[src/hw/rtl/weno5_upwind_advection_step_unit_assert.svh]
// Assertion macros for the block's modules; only the core includes them.
`ifndef WENO5_UPWIND_ADVECTION_STEP_UNIT_ASSERT_SVH
`define WENO5_UPWIND_ADVECTION_STEP_UNIT_ASSERT_SVH

// Same-cycle implication.
`define W5_ASSERT_IMPL(name, clk, rst_n, ante, cons) \
	name: assert property (@(posedge clk) disable iff (!rst_n) (ante) |-> (cons)) \
		else $error("assertion failed");

// Next-cycle implication.
`define W5_ASSERT_NEXT(name, clk, rst_n, ante, cons) \
	name: assert property (@(posedge clk) disable iff (!rst_n) (ante) |=> (cons)) \
		else $error("assertion failed");

`endif

[src/hw/rtl/w5adv_pkg.sv]
package w5adv_pkg;

	localparam int unsigned CFG_AW = 4;

	typedef enum logic [1:0] {
		REG_INV_Z = 2'd0,
		REG_INV_R = 2'd1,
		REG_TSTEP = 2'd2
	} reg_idx_t;

	localparam logic [31:0] INV_STEP_RST = 32'd65536;
	localparam logic [31:0] TSTEP_RST    = 32'd655;

	// 12e-6 in Q0.32.
	localparam logic [63:0] EPS_Q32 = 64'd51540;
	// ceil(2^56 / 6): exact division by six for magnitudes below 2^55.
	localparam logic [63:0] RECIP6  = 64'd12009599006321323;

	localparam logic [63:0] PHI_CAP   = 64'h4000_0000_0000_0000;
	localparam logic [63:0] TERM_CAP  = 64'h2000_0000_0000_0000;
	localparam logic [63:0] DELTA_CAP = 64'h0000_0100_0000_0000;

	typedef struct packed {
		logic [31:0] inv_z;
		logic [31:0] inv_r;
		logic [31:0] tstep;
	} cfg_t;

	typedef struct packed {
		logic        start;
		logic        div;
		logic [63:0] a;
		logic [63:0] b;
	} mdu_req_t;

	typedef struct packed {
		logic         busy;
		logic         done;
		logic [127:0] prod;
		logic [16:0]  quo;
	} mdu_rsp_t;

	// Q16.16 product scaling with a magnitude ceiling.
	function automatic logic [63:0] q16_sat(input logic [127:0] p, input logic [63:0] cap);
		logic [63:0] r;
		r = p[79:16];
		if (|p[127:80]) begin
			return cap;
		end
		return (r > cap) ? cap : r;
	endfunction

	function automatic logic [63:0] mag64(input logic signed [63:0] x);
		return x[63] ? (64'd0 - x) : x;
	endfunction

	function automatic logic signed [63:0] with_sign(input logic [63:0] m, input logic neg);
		return neg ? $signed(64'd0 - m) : $signed(m);
	endfunction

endpackage

[src/hw/rtl/w5adv_mdu.sv]
// Shared multiply/divide unit. A multiply runs one 32x32 partial product per
// cycle (one pass when both operands fit in 32 bits, four otherwise). A divide
// produces a 17-bit quotient, one bit per cycle, for dividends below 2^17
// times the divisor and divisors below 2^48.
module w5adv_mdu (
	input  logic                 clk,
	input  logic                 arst_n,
	input  w5adv_pkg::mdu_req_t  req,
	output w5adv_pkg::mdu_rsp_t  rsp
);

	typedef enum logic [2:0] {
		M_IDLE = 3'b001,
		M_MUL  = 3'b010,
		M_DIV  = 3'b100
	} mst_t;

	mst_t         st_q;
	logic [4:0]   cnt_q;
	logic [1:0]   last_q;
	logic         done_q;
	logic [63:0]  a_q;
	logic [63:0]  b_q;
	logic [127:0] acc_q;
	logic [63:0]  rem_q;
	logic [63:0]  dsh_q;
	logic [16:0]  quo_q;

	logic [31:0]  ah;
	logic [31:0]  bh;
	logic [63:0]  pp;
	logic [127:0] pp_sh;
	logic         ge;
	logic         go;

	assign go = (st_q == M_IDLE) && req.start;
	assign ah = cnt_q[1] ? a_q[63:32] : a_q[31:0];
	assign bh = cnt_q[0] ? b_q[63:32] : b_q[31:0];
	assign pp = {32'd0, ah} * {32'd0, bh};
	assign ge = rem_q >= dsh_q;

	always_comb begin
		case ({1'b0, cnt_q[1]} + {1'b0, cnt_q[0]})
			2'd0:    pp_sh = {64'd0, pp};
			2'd1:    pp_sh = {32'd0, pp, 32'd0};
			default: pp_sh = {pp, 64'd0};
		endcase
	end

	always_ff @(posedge clk or negedge arst_n) begin
		if (!arst_n) begin
			st_q   <= M_IDLE;
			cnt_q  <= 5'd0;
			last_q <= 2'd0;
			done_q <= 1'b0;
		end else begin
			done_q <= 1'b0;
			unique case (st_q)
				M_IDLE: begin
					if (go && req.div) begin
						st_q  <= M_DIV;
						cnt_q <= 5'd16;
					end else if (go) begin
						st_q   <= M_MUL;
						cnt_q  <= 5'd0;
						last_q <= ((|req.a[63:32]) || (|req.b[63:32])) ? 2'd3 : 2'd0;
					end
				end
				M_MUL: begin
					if (cnt_q[1:0] == last_q) begin
						st_q   <= M_IDLE;
						done_q <= 1'b1;
					end else begin
						cnt_q <= cnt_q + 5'd1;
					end
				end
				M_DIV: begin
					if (cnt_q == 5'd0) begin
						st_q   <= M_IDLE;
						done_q <= 1'b1;
					end else begin
						cnt_q <= cnt_q - 5'd1;
					end
				end
				default: st_q <= M_IDLE;
			endcase
		end
	end

	always_ff @(posedge clk) begin
		if (go) begin
			a_q   <= req.a;
			b_q   <= req.b;
			acc_q <= 128'd0;
			rem_q <= req.a;
			dsh_q <= {req.b[47:0], 16'd0};
			quo_q <= 17'd0;
		end else if (st_q == M_MUL) begin
			acc_q <= acc_q + pp_sh;
		end else if (st_q == M_DIV) begin
			if (ge) begin
				rem_q <= rem_q - dsh_q;
			end
			quo_q <= {quo_q[15:0], ge};
			dsh_q <= dsh_q >> 1;
		end
	end

	assign rsp.busy = (st_q != M_IDLE);
	assign rsp.done = done_q;
	assign rsp.prod = acc_q;
	assign rsp.quo  = quo_q;

endmodule

[config.mk]
export PLATFORM = sky130hd
export DESIGN_NAME = w5adv_mdu
export DESIGN_NICKNAME = d
export VERILOG_FILES = /design/src/hw/rtl/weno5_upwind_advection_step_unit_assert.svh /design/src/hw/rtl/w5adv_pkg.sv /design/src/hw/rtl/w5adv_mdu.sv
export SDC_FILE = /design/constraint.sdc
export NUM_CORES = 2
export LEC_CHECK = 0
export BUFFER_PORTS_ARGS = -buffer_cell sky130_fd_sc_hd__buf_2
export CAP_MARGIN = 20
export CORE_MARGIN = 5
export CORE_UTILIZATION = 35
export CTS_CLUSTER_DIAMETER = 80
export DETAILED_ROUTE_END_ITERATION = 8
export MAX_ROUTING_LAYER = met4
export PLACE_DENSITY = 0.54
export SETUP_SLACK_MARGIN = 0.1
export SYNTH_ARGS = -nofsm -noshare
export SYNTH_HDL_FRONTEND = slang
export SYNTH_SLANG_ARGS = --single-unit
[constraint.sdc]
create_clock -name clk -period 15.7 [get_ports clk]
set_input_delay 3.14 -clock clk [delete_from_list [all_inputs] [get_ports clk]]
set_output_delay 3.14 -clock clk [all_outputs]
set_load 0.05 [all_outputs]
==> flow_metrics.tcl <==
set metrics [dict create \
    status "finished, final reports clean" \
    cpPeakStageDelay_ns 0.95 \
    synth_nets 8527 \
    finalCritPeriodShare_pct 90.65 \
    cts-htree-levels 2 \
    clock_sinks 411 \
    route.detailed.drc 0 \
    end_kind "flip-flop" \
    fp.dieW_um 425.7 \
    grt_pass1_vias 52750 \
    dpl.hpwl_um 196700 \
    port_buffers 278 \
    final-hold-violation-count 0 \
    firstDrtPassIters 5 \
    cts_tree "yes" \
    path_max_fanout 40 \
    post-route-min-period_ns 14.23 \
    syn_area_um2 60470 \
    synth_seq_area_share_pct 17.66 \
    async_reset_ff_share_pct 2.433 \
    final_cell_count_no_fill 9491 \
    clkLatencyLatePin_ns 0.68 \
    maxSlewViolCount 0 \
    synthCells 7036 \
    cts_made_buffers 51 \
    die-area_um2 181200 \
    final_common_cell "nand2_1" \
    drtIter0Drc 4476 \
    cp_top_family "adder cells" \
    busiest_layer "met2" \
    worstPathArrival_ns 14.75 \
    synth.distinct_cells 102 \
    path_buf_inv 3 \
    required_ns 16.22 \
    root_buffer "clkbuf_16" \
    yosys.area_share.simple_pct 15.80 \
    post_cts_resized 0 \
    critPathLaunchType "flip-flop" \
    gr-total-overflow 0 \
    finalSetupViolCount 0 \
    nNetsFinal 8613 \
    hp-class "flip-flop to flip-flop" \
    drive_gt1_share_pct 8.794 \
    fillers 17640 \
    dpl.cell_count 9379 \
    clock_path_buffers 3 \
    relSlewSlack_pct 23.89 \
    flow.area_growth_from_synthesis_pct 9.566 \
    cts_hold_buf 0 \
    synth_top_family_by_area "adder cells" \
    synth_warnings 0 \
    row_count 152 \
    crit_slowest_cell "mux2i_2" \
    cts_setup_buffers 0 \
    synth_compound_area_share_pct 13.23 \
    layout_common_cells "nand2_1, inv_1, fa_1" \
    initial_core_util_pct 35.21 \
    routed_wl_um 247400 \
    die_h_um 425.7 \
    worst_clock_skew_ns 0.02261 \
    route.detailed.wl_per_inst_um 26.06 \
    grt_max_degree 128 \
    fmax_mhz 70.26 \
    grt_pass1_wl_um 360100 \
    path_clk_slew_ns 0.06 \
    timing.hold.ws_ns 0.4567 \
    gp_congestion 0.9589 \
    grtUsageTotal_pct 27.74 \
    ant_nets 0 \
    tightest_slew_ns 1.138 \
    met3_usage_pct 4.227 \
    synth_edf_count 240 \
    cpMostUsedCell "fa_1" \
    critPathKind "flip-flop to flip-flop" \
    ys_seq_elements 411 \
    top_level_ports 279 \
    via_count 52020 \
    synth-xor-area-share_pct 3.331 \
    core_area_um2 171700 \
    rsz0062_at_grt "false" \
    use_met2_pct 43.00 \
    synthMuxAreaShare_pct 2.264 \
    met1_usage_pct 36.75 \
    synthAdderAreaFrac_pct 39.28 \
    fin_setup_tns_ns 0 \
    vias_per_cell 5.481 \
    fin_util_pct 38.58 \
    antenna_found_initial 22 \
    dominantRegCellSynth "edfxtp_1" \
    max_cap_viol_count 0 \
    avgSynthCellArea_um2 8.594 \
]
-- kinds of logic after synthesis --
| group | count (synthesis) |
|---|---|
| compound gates | 1307 |
| xor+xnor | 230 |
| fa+ha+maj | 1359 |
| buf+inv | 1338 |
| flops | 411 |
| mux | 129 |
| simple gates | 2262 |
-- cell usage after synthesis (43+ instances only) --
library cell	count	area, um2
edfxtp_1	240	7207
xnor2_1	141	1235
fa_1	899	18000
clkbuf_1	312	1171
ha_1	460	5756
a21o_1	149	1119
o21bai_1	71	533.0
mux2_2	62	698.2
nor2_1	827	3104
nor3_1	43	215.2
o21ai_1	49	245.2
nand2_1	1003	3765
a21oi_1	493	2467
and2_1	58	362.9
nand3_1	53	265.3
nand4_1	82	513.0
xor2_1	89	779.5
mux2i_1	67	670.6
inv_1	992	3724
dfxtp_1	161	3223
o21ai_0	268	1341
-- final timing paths --
check,start,cells past startpoint,endpoint,slack [ns]
worst max-delay path,cnt_q[0],39,acc_q[118],1.47
worst min-delay path,dsh_q[6],2,dsh_q[5],0.46
worst max register to register,cnt_q[0],39,acc_q[118],1.47
worst min register to register,dsh_q[6],2,dsh_q[5],0.46
max in group asynchronous,arst_n,1,st_q[0],13.11
min in group asynchronous,arst_n,1,done_q,2.33
-- layer usage --
layer / vias up / part of all wire, % / wire (um)
met3: 413 / 7.4 / 18280
li1: 23030 / - / -
met2: 2122 / 45 / 112300
met4: 0 / 4.8 / 11930
met1: 26460 / 42 / 104900
met5: - / 0 / 0
-- tightest hold or removal path, delay by kind of cell, from the launching register on --
family             cells  cell delay (ns)
DFF                    1             0.32
and+or+nand+nor        1             0.05
AOI/OAI and AO/OA      1             0.05
-- flip-flops by register name, indices dropped and copies added, names as in the netlist, 3 cells and up --
name,flops
b_q,64
st_q,3
dsh_q,64
rem_q,64
quo_q,17
acc_q,128
cnt_q,5
a_q,64
-- stage by stage --
step	setup slack, ns	area [um2]
3_3_place_gp	1.823	64420
2_1_floorplan	4.201	60470
5_1_grt	0.9914	66240
4_1_cts	1.650	66210
3_5_place_dp	1.704	64450
6_report	1.468	66250
-- layout make-up --
type / instances / area [um2] / area share (%)
flip-flops and latches: 411 / 10690 / 16.13
clock inverters: 34 / 401.6 / 0.6062
multi-input cells: 5287 / 44970 / 67.87
clock buffers: 61 / 1355 / 2.045
inverters: 993 / 3735 / 5.637
repair buffers: 378 / 2171 / 3.277
diodes: 17 / 42.54 / 0.06421
well taps: 2310 / 2890 / 4.362
Power is not shown: default switching activity piles up to over one toggle a cycle in this logic, so the estimate is an artifact.
