<file path="src/hw/rtl/weno5_upwind_advection_step_unit_assert.svh">
// Assertion macros for the block's modules; only the core includes them.
`ifndef WENO5_UPWIND_ADVECTION_STEP_UNIT_ASSERT_SVH
`define WENO5_UPWIND_ADVECTION_STEP_UNIT_ASSERT_SVH

// Same-cycle implication.
`define W5_ASSERT_IMPL(name, clk, rst_n, ante, cons) \
	name: assert property (@(posedge clk) disable iff (!rst_n) (ante) |-> (cons)) \
		else $error("assertion failed");

// Next-cycle implication.
`define W5_ASSERT_NEXT(name, clk, rst_n, ante, cons) \
	name: assert property (@(posedge clk) disable iff (!rst_n) (ante) |=> (cons)) \
		else $error("assertion failed");

`endif

</file>
<file path="src/hw/rtl/w5adv_pkg.sv">
package w5adv_pkg;

	localparam int unsigned CFG_AW = 4;

	typedef enum logic [1:0] {
		REG_INV_Z = 2'd0,
		REG_INV_R = 2'd1,
		REG_TSTEP = 2'd2
	} reg_idx_t;

	localparam logic [31:0] INV_STEP_RST = 32'd65536;
	localparam logic [31:0] TSTEP_RST    = 32'd655;

	// 12e-6 in Q0.32.
	localparam logic [63:0] EPS_Q32 = 64'd51540;
	// ceil(2^56 / 6): exact division by six for magnitudes below 2^55.
	localparam logic [63:0] RECIP6  = 64'd12009599006321323;

	localparam logic [63:0] PHI_CAP   = 64'h4000_0000_0000_0000;
	localparam logic [63:0] TERM_CAP  = 64'h2000_0000_0000_0000;
	localparam logic [63:0] DELTA_CAP = 64'h0000_0100_0000_0000;

	typedef struct packed {
		logic [31:0] inv_z;
		logic [31:0] inv_r;
		logic [31:0] tstep;
	} cfg_t;

	typedef struct packed {
		logic        start;
		logic        div;
		logic [63:0] a;
		logic [63:0] b;
	} mdu_req_t;

	typedef struct packed {
		logic         busy;
		logic         done;
		logic [127:0] prod;
		logic [16:0]  quo;
	} mdu_rsp_t;

	// Q16.16 product scaling with a magnitude ceiling.
	function automatic logic [63:0] q16_sat(input logic [127:0] p, input logic [63:0] cap);
		logic [63:0] r;
		r = p[79:16];
		if (|p[127:80]) begin
			return cap;
		end
		return (r > cap) ? cap : r;
	endfunction

	function automatic logic [63:0] mag64(input logic signed [63:0] x);
		return x[63] ? (64'd0 - x) : x;
	endfunction

	function automatic logic signed [63:0] with_sign(input logic [63:0] m, input logic neg);
		return neg ? $signed(64'd0 - m) : $signed(m);
	endfunction

endpackage

</file>
<file path="src/hw/rtl/w5adv_regs.sv">
module w5adv_regs (
	input  logic                              clk,
	input  logic                              arst_n,
	input  logic                              psel,
	input  logic                              penable,
	input  logic                              pwrite,
	input  logic [w5adv_pkg::CFG_AW-1:0]      paddr,
	input  logic [31:0]                       pwdata,
	output logic [31:0]                       prdata,
	output logic                              pready,
	output w5adv_pkg::cfg_t                   cfg
);

	w5adv_pkg::cfg_t   cfg_q;
	w5adv_pkg::reg_idx_t idx;
	logic              wr_en;

	assign idx    = w5adv_pkg::reg_idx_t'(paddr[3:2]);
	assign wr_en  = psel & penable & pwrite;
	assign pready = 1'b1;
	assign cfg    = cfg_q;

	always_ff @(posedge clk or negedge arst_n) begin
		if (!arst_n) begin
			cfg_q.inv_z <= w5adv_pkg::INV_STEP_RST;
			cfg_q.inv_r <= w5adv_pkg::INV_STEP_RST;
			cfg_q.tstep <= w5adv_pkg::TSTEP_RST;
		end else if (wr_en) begin
			unique case (idx)
				w5adv_pkg::REG_INV_Z: cfg_q.inv_z <= pwdata;
				w5adv_pkg::REG_INV_R: cfg_q.inv_r <= pwdata;
				w5adv_pkg::REG_TSTEP: cfg_q.tstep <= pwdata;
				default: ;
			endcase
		end
	end

	always_comb begin
		unique case (idx)
			w5adv_pkg::REG_INV_Z: prdata = cfg_q.inv_z;
			w5adv_pkg::REG_INV_R: prdata = cfg_q.inv_r;
			w5adv_pkg::REG_TSTEP: prdata = cfg_q.tstep;
			default:              prdata = 32'd0;
		endcase
	end

endmodule

</file>
<file path="config.mk">
export PLATFORM = sky130hd
export DESIGN_NAME = w5adv_regs
export DESIGN_NICKNAME = d
export VERILOG_FILES = /design/src/hw/rtl/weno5_upwind_advection_step_unit_assert.svh /design/src/hw/rtl/w5adv_pkg.sv /design/src/hw/rtl/w5adv_regs.sv
export SDC_FILE = /design/constraint.sdc
export NUM_CORES = 1
export LEC_CHECK = 0
export BUFFER_PORTS_ARGS = -buffer_cell sky130_fd_sc_hd__buf_4
export CAP_MARGIN = 15
export CORE_MARGIN = 3
export CORE_UTILIZATION = 49
export CTS_CLUSTER_SIZE = 12
export DETAILED_ROUTE_END_ITERATION = 7
export GPL_TIMING_DRIVEN = 0
export PLACE_DENSITY = 0.82
export SYNTH_ARGS = -nofsm -noshare
export SYNTH_HDL_FRONTEND = slang
export SYNTH_SLANG_ARGS = --single-unit
</file>
<file path="constraint.sdc">
create_clock -name clk -period 1.15 [get_ports clk]
set_clock_uncertainty 0.05 [all_clocks]
set_input_delay 0.0575 -clock clk [delete_from_list [all_inputs] [get_ports clk]]
set_output_delay 0.0575 -clock clk [all_outputs]
set_load 0.01 [all_outputs]
</file>
==> run_results.csv, run 1 <==
group,metric,value,unit
outcome,outcome,"finished with violations",
outcome,violations,"setup timing",
timing,timing.final.max_slew_violations,0,
synthesis,synth_largest_area_cell,"dfrtp_1",
placement,dpl.hpwl,8110,um
clock_network,htree_levels,3,
power,pwr_density_cell,1750,mW/mm^2
power,total_power,12.6,mW
worst_setup_path,required,1.04,ns
route,dr.pass1.iters,4,
timing,finalSetupViolCount,43,
clock_network,cts_tree,"built",
route,drtAntennaViolNets,0,
power,leakage,3.59,nW
worst_setup_path,cp-end-kind,"output port",
synthesis,syn-cell-area,0.00438,mm^2
timing,finalCritPeriodShare,119,%
global_route,grt_pass1_vias,3939,
synthesis,yosys.area_share.adder,0,%
synthesis,yosys.area_share.simple,3.83,%
route,wl,14500,um
timing,grt_setup_unrepaired,"yes",
timing,timing.setup.tns,-5.41,ns
synthesis,ys_types,18,
clock_network,root_buffer,"clkbuf_8",
clock_network,cts.sinks,96,
synthesis,synth_seq_area_share,55.0,%
worst_setup_path,start_kind,"register",
synthesis,synth_top_family_by_area,"multiplexers",
synthesis,synth_mux_area_share,34.5,%
timing,whs,0.0950,ns
hold_path,hp-class,"in2reg",
finish,drive_above_1_share,62.4,%
synthesis,ys_ff_latch,96,
flow_run,drv_cap,0,
floorplan,rows,33,
placement,portBuffers,165,
global_route,grtUsageTotal,26.2,%
finish,antenna_cells,0,
synthesis,synth_compound_area_share,3.65,%
synthesis,ys_warn_count,0,
timing,hold_viol,0,
synthesis,yosysTopAreaCellShare,50.2,%
finish,nFillCells,430,
timing,slew_headroom,53.9,%
placement,place_ws,-0.375,ns
finish,largest_reg_flops,96,
global_route,antenna_found_initial,0,
floorplan,die_area,0.0101,mm^2
finish,area_growth,64.1,%
route,routed_via_density,5.39,
synthesis,synth_top_cells_by_area,"dfrtp_1, mux2_2, mux2_4, mux2i_1, dfstp_2",
worst_setup_path,crit_fanout,2,
finish,final_nets,631,
placement,gp_congestion,0.808,
synthesis,synth_xor_xnor_area_share,0,%
route,num_vias,3770,
clock_network,insertion_delay,0.35,ns
timing,tightest_slew,0.691,ns
clock_network,path_clk_slew,0.09,ns
floorplan,io_pins,170,
route,drtIter0Drc,146,
placement,dp_cells,586,
global_route,grt_max_degree,97,
timing,post-route-min-period,1.37,ns
floorplan,die_h,101,um
route,drc,0,
power,vdd_drop_max,0.00123,V
worst_setup_path,path_class,"reg2out",
timing,max_freq,732,MHz
synthesis,synth_nets,357,
global_route,grt_pass1_wl,20400,um
synthesis,netlist_instances,316,
timing,layout_setup_ws,-0.217,ns
clock_network,cts_inserted_buffers,9,
synthesis,syn_avg_cell_area,13.9,um^2
floorplan,start_util,51.8,%
worst_setup_path,critPathArrivalTime,1.26,ns
floorplan,dieWidth,101,um
finish,fin_cells,700,
route,wl_per_cell,20.7,um
floorplan,core,0.00846,mm^2
global_route,gr-total-overflow,0,
clock_network,cts_buffer_depth,2,
what timing repair did:
item / CTS / global route
hold buffers: 32 / 1
endpoints found under the hold margin: 184 / 31
setup buffers: 55 / 21
pin swaps: 1 / 1
gates resized for setup: 35 / 96
setup endpoints to repair: 33 / 85
layout make-up:
class,count,area [um^2],area share [%]
clock buffers,13,149,2.07
multi-input cells,198,1860,25.9
plain buffers,22,176,2.45
clock inverters,3,42.5,0.591
flip-flops and latches,96,2410,33.5
well taps,105,131,1.83
repair buffers,263,2420,33.6
where the power goes:
group | leakage [nW] | total, mW | switching [mW] | internal, mW
clock network | 0.0936 | 2.21 | 1.15 | 1.07
registers | 1.16 | 4.90 | 0.685 | 4.21
logic | 2.33 | 5.45 | 2.07 | 3.38
cell usage after synthesis, drive strengths merged:
cell type  instances
nor2b              1
clkbuf             7
dfrtp             88
buf               15
nand2             32
nor3b              1
nor3               1
mux2              96
mux2i             32
nand3              1
conb               1
o21ai             32
or3b               1
dfstp              8
cells in the final DEF, fill, tap and decap left out, types with 2 or more instances in the layout:
master         synthesis  routed
dlygate4sd3_1          0      33
dfrtp_1               88      88
mux2i_1               32      32
o21ai_1                0      20
dfstp_2                8       8
buf_6                  3      92
clkbuf_8               0      10
o21ai_0               32       8
clkbuf_1               7       7
buf_2                 10       3
mux2_2                64      64
nand2_1               32      31
buf_8                  0       4
o21ai_2                0       4
buf_4                  2     148
mux2_1                 2       2
mux2_4                30      30
cell families after synthesis:
family / after synthesis
compound gates: 32
buf+inv: 22
flops: 96
mux: 128
other cells: 1
simple gates: 37
path summary, 6_finish.rpt:
check | from | endpoint | slack [ns] | cells after the start
setup / recovery | cfg[48]$_DFFE_PN1P_ | prdata[16] | -0.22 | 3
hold / removal | paddr[2] | cfg[86]$_DFFE_PN0P_ | 0.09 | 3
setup reg to reg | cfg[42]$_DFFE_PN0P_ | cfg[42]$_DFFE_PN0P_ | 0.09 | 3
hold reg to reg | cfg[13]$_DFFE_PN0P_ | cfg[13]$_DFFE_PN0P_ | 0.50 | 1
max in group asynchronous | arst_n | cfg[1]$_DFFE_PN1P_ | 0.22 | 3
min in group asynchronous | arst_n | cfg[49]$_DFFE_PN0P_ | 0.12 | 2
stage by stage:
stage,utilization [%],area (um^2)
after detailed placement,68.4,5790
final,85.0,7190
after global routing,85.0,7190
after floorplan,-,4420
after CTS,79.8,6760
after global placement,68.4,5790
worst max-delay path, cell delays in order, from the launching register on:
cell     delay [ns]
dfstp_2        0.56
mux2i_1        0.08
o21ai_1        0.14
buf_4          0.14
per-layer routing:
metal | track usage, % | share of wire [%] | vias up
li1 | - | - | 1663
met1 | 32.0 | 37 | 1906
met2 | 45.7 | 54 | 163
met3 | 4.57 | 5.4 | 38
met4 | 10.9 | 3.3 | 0
met5 | 0 | 0 | -
No activity file was read; power rests on OpenSTA's default activity.
==> run 2, diff against run 1 <==
--- a/config.mk
+++ b/config.mk
@@ -16,3 +16,4 @@
 export SYNTH_ARGS = -nofsm -noshare
 export SYNTH_HDL_FRONTEND = slang
 export SYNTH_SLANG_ARGS = --single-unit
+export TNS_END_PERCENT = 1
==> constraint.sdc (replaced) <==
create_clock -name clk -period 1.5 [get_ports clk]
set_clock_uncertainty 0.05 [all_clocks]
set_input_delay 0.075 -clock clk [delete_from_list [all_inputs] [get_ports clk]]
set_output_delay 0.075 -clock clk [all_outputs]
set_load 0.01 [all_outputs]
==> run 2 against run 1 <==
- largest cell class is now registers
- largest power group is now registers
- sequential share of layout area up 4.7 points
- the run now ends clean
- critical endpoint unchanged
- sequential power down 23%
- clock-buffer cell count down 2
- critical path type unchanged
- register-to-register slack better by 0.55 ns
==> run_results.csv, run 2 (synthesis gave the netlist of run 1 again) <==
group,metric,value,unit
floorplan,io_pins,170,
worst_setup_path,cp-end-kind,"output port",
finish,final_nets,567,
finish,drive_above_1_share,57.3,%
power,pwr_density_cell,1320,mW/mm^2
floorplan,dieWidth,101,um
placement,place_ws,-0.0853,ns
timing,max_freq,716,MHz
floorplan,die_h,101,um
worst_setup_path,crit_buf_inv,1,
placement,portBuffers,165,
global_route,grt_pass1_wl,18300,um
floorplan,die_area,0.0101,mm^2
route,num_vias,3301,
placement,gp_congestion,0.816,
floorplan,core,0.00846,mm^2
worst_setup_path,critical_path.top_delay_family,"flip-flops",
clock_network,path_clk_slew,0.09,ns
route,dr.pass1.iters,4,
route,wl_per_cell,18.1,um
global_route,gr-total-overflow,0,
clock_network,htree_levels,3,
finish,layout_common_cells,"buf_4, dfrtp_1, mux2_2",
outcome,outcome,"completed",
timing,slew_headroom,61.1,%
timing,hold_viol,0,
worst_setup_path,reg2reg_slack,0.64,ns
route,drc,0,
clock_network,root_buffer,"clkbuf_8",
clock_network,cts_tree,"built",
finish,final_util,74.6,%
placement,dpl.hpwl,8190,um
finish,nFillCells,572,
power,vdd_drop_max,0.000767,V
timing,tightest_slew,0.584,ns
worst_setup_path,crit_fanout,3,
worst_setup_path,critPathArrivalTime,1.27,ns
hold_path,hp-class,"in2reg",
worst_setup_path,max_stage_delay,0.56,ns
timing,post-route-min-period,1.40,ns
route,drtAntennaViolNets,0,
route,routed_via_density,5.18,
clock_network,cts.sinks,96,
global_route,antenna_found_initial,1,
global_route,grt_pass1_vias,3447,
timing,layout_setup_ws,0.103,ns
finish,area_growth,44.1,%
power,total_power,8.33,mW
global_route,grtUsageTotal,23.2,%
route,drtIter0Drc,92,
floorplan,rows,33,
worst_setup_path,crit_chain,"mux2i_1 > o21ai_1 > buf_4",
timing,whs,0.170,ns
timing,finalSetupViolCount,0,
route,wl,11600,um
clock_network,postCtsSetupBuffers,0,
worst_setup_path,cpMaxStageDelayCell,"dfstp_2",
worst_setup_path,required,1.37,ns
clock_network,cts_inserted_buffers,9,
timing,finalCritPeriodShare,93.1,%
flow_run,drv_cap,0,
timing,grt_setup_unrepaired,"no",
clock_network,insertion_delay,0.33,ns
finish,final_common_cell,"buf_4",
timing,timing.final.max_slew_violations,0,
floorplan,start_util,51.8,%
finish,largest_reg_flops,96,
worst_setup_path,start_kind,"register",
power,leakage,3.15,nW
global_route,grt_max_degree,97,
clock_network,cts_buffer_depth,2,
worst_setup_path,path_class,"reg2out",
-- run 2: worst min-delay path: stages --
cell and delay, ns:
buf_4 0.14, nor3_2 0.09, mux2_2 0.22
-- run 2: worst paths after layout --
| kind | endpoint | startpoint | cells after the start |
|---|---|---|---|
| max | prdata[16] | cfg[48]$_DFFE_PN1P_ | 3 |
| min | cfg[87]$_DFFE_PN0P_ | paddr[3] | 3 |
| max reg2reg | cfg[95]$_DFFE_PN0P_ | cfg[95]$_DFFE_PN0P_ | 1 |
| min reg2reg | cfg[92]$_DFFE_PN0P_ | cfg[92]$_DFFE_PN0P_ | 1 |
| max in group asynchronous | cfg[48]$_DFFE_PN1P_ | arst_n | 3 |
| min in group asynchronous | cfg[49]$_DFFE_PN0P_ | arst_n | 2 |
-- run 2: where the power goes --
group | internal [mW] | total (mW) | switching (mW)
sequential | 3.23 | 3.76 | 0.532
clock | 0.816 | 1.67 | 0.858
combinational | 1.74 | 2.90 | 1.16
total | 5.78 | 8.33 | 2.55
-- run 2: per-stage QoR --
step / std cells / TNS [ns] / instance area (um^2)
global placement: 586 / -2.46 / 5750
floorplan: 316 / 0 / 4380
CTS: 635 / 0 / 6280
global route: 637 / 0 / 6310
finish: 637 / 0 / 6310
detailed placement: 586 / -3.03 / 5750
-- run 2: cell type report --
cell class                 instances  area (um^2)  share of cell area, %
antenna                            1         2.50                 0.0396
multi-input combinational        198         1850                   29.2
clock buffer                      11          141                   2.24
clock inverter                     5         56.3                  0.892
buffer                            22          129                   2.04
sequential                        96         2410                   38.2
tap                              105          131                   2.08
timing repair buffer             199         1600                   25.3
-- run 2: layer usage --
metal	vias up	global-route usage [%]	part of all wire [%]
li1	1531	-	-
met1	1649	30.0	41
met2	111	39.9	52
met3	10	4.08	5.5
met4	0	7.46	1.4
met5	-	0	0
-- run 2: what timing repair did --
action / in CTS / in global routing
endpoints found under the hold margin: 184 / 0
endpoints found under the setup margin: 12 / 1
hold buffers: 33 / 0
gates resized for setup: 3 / 1
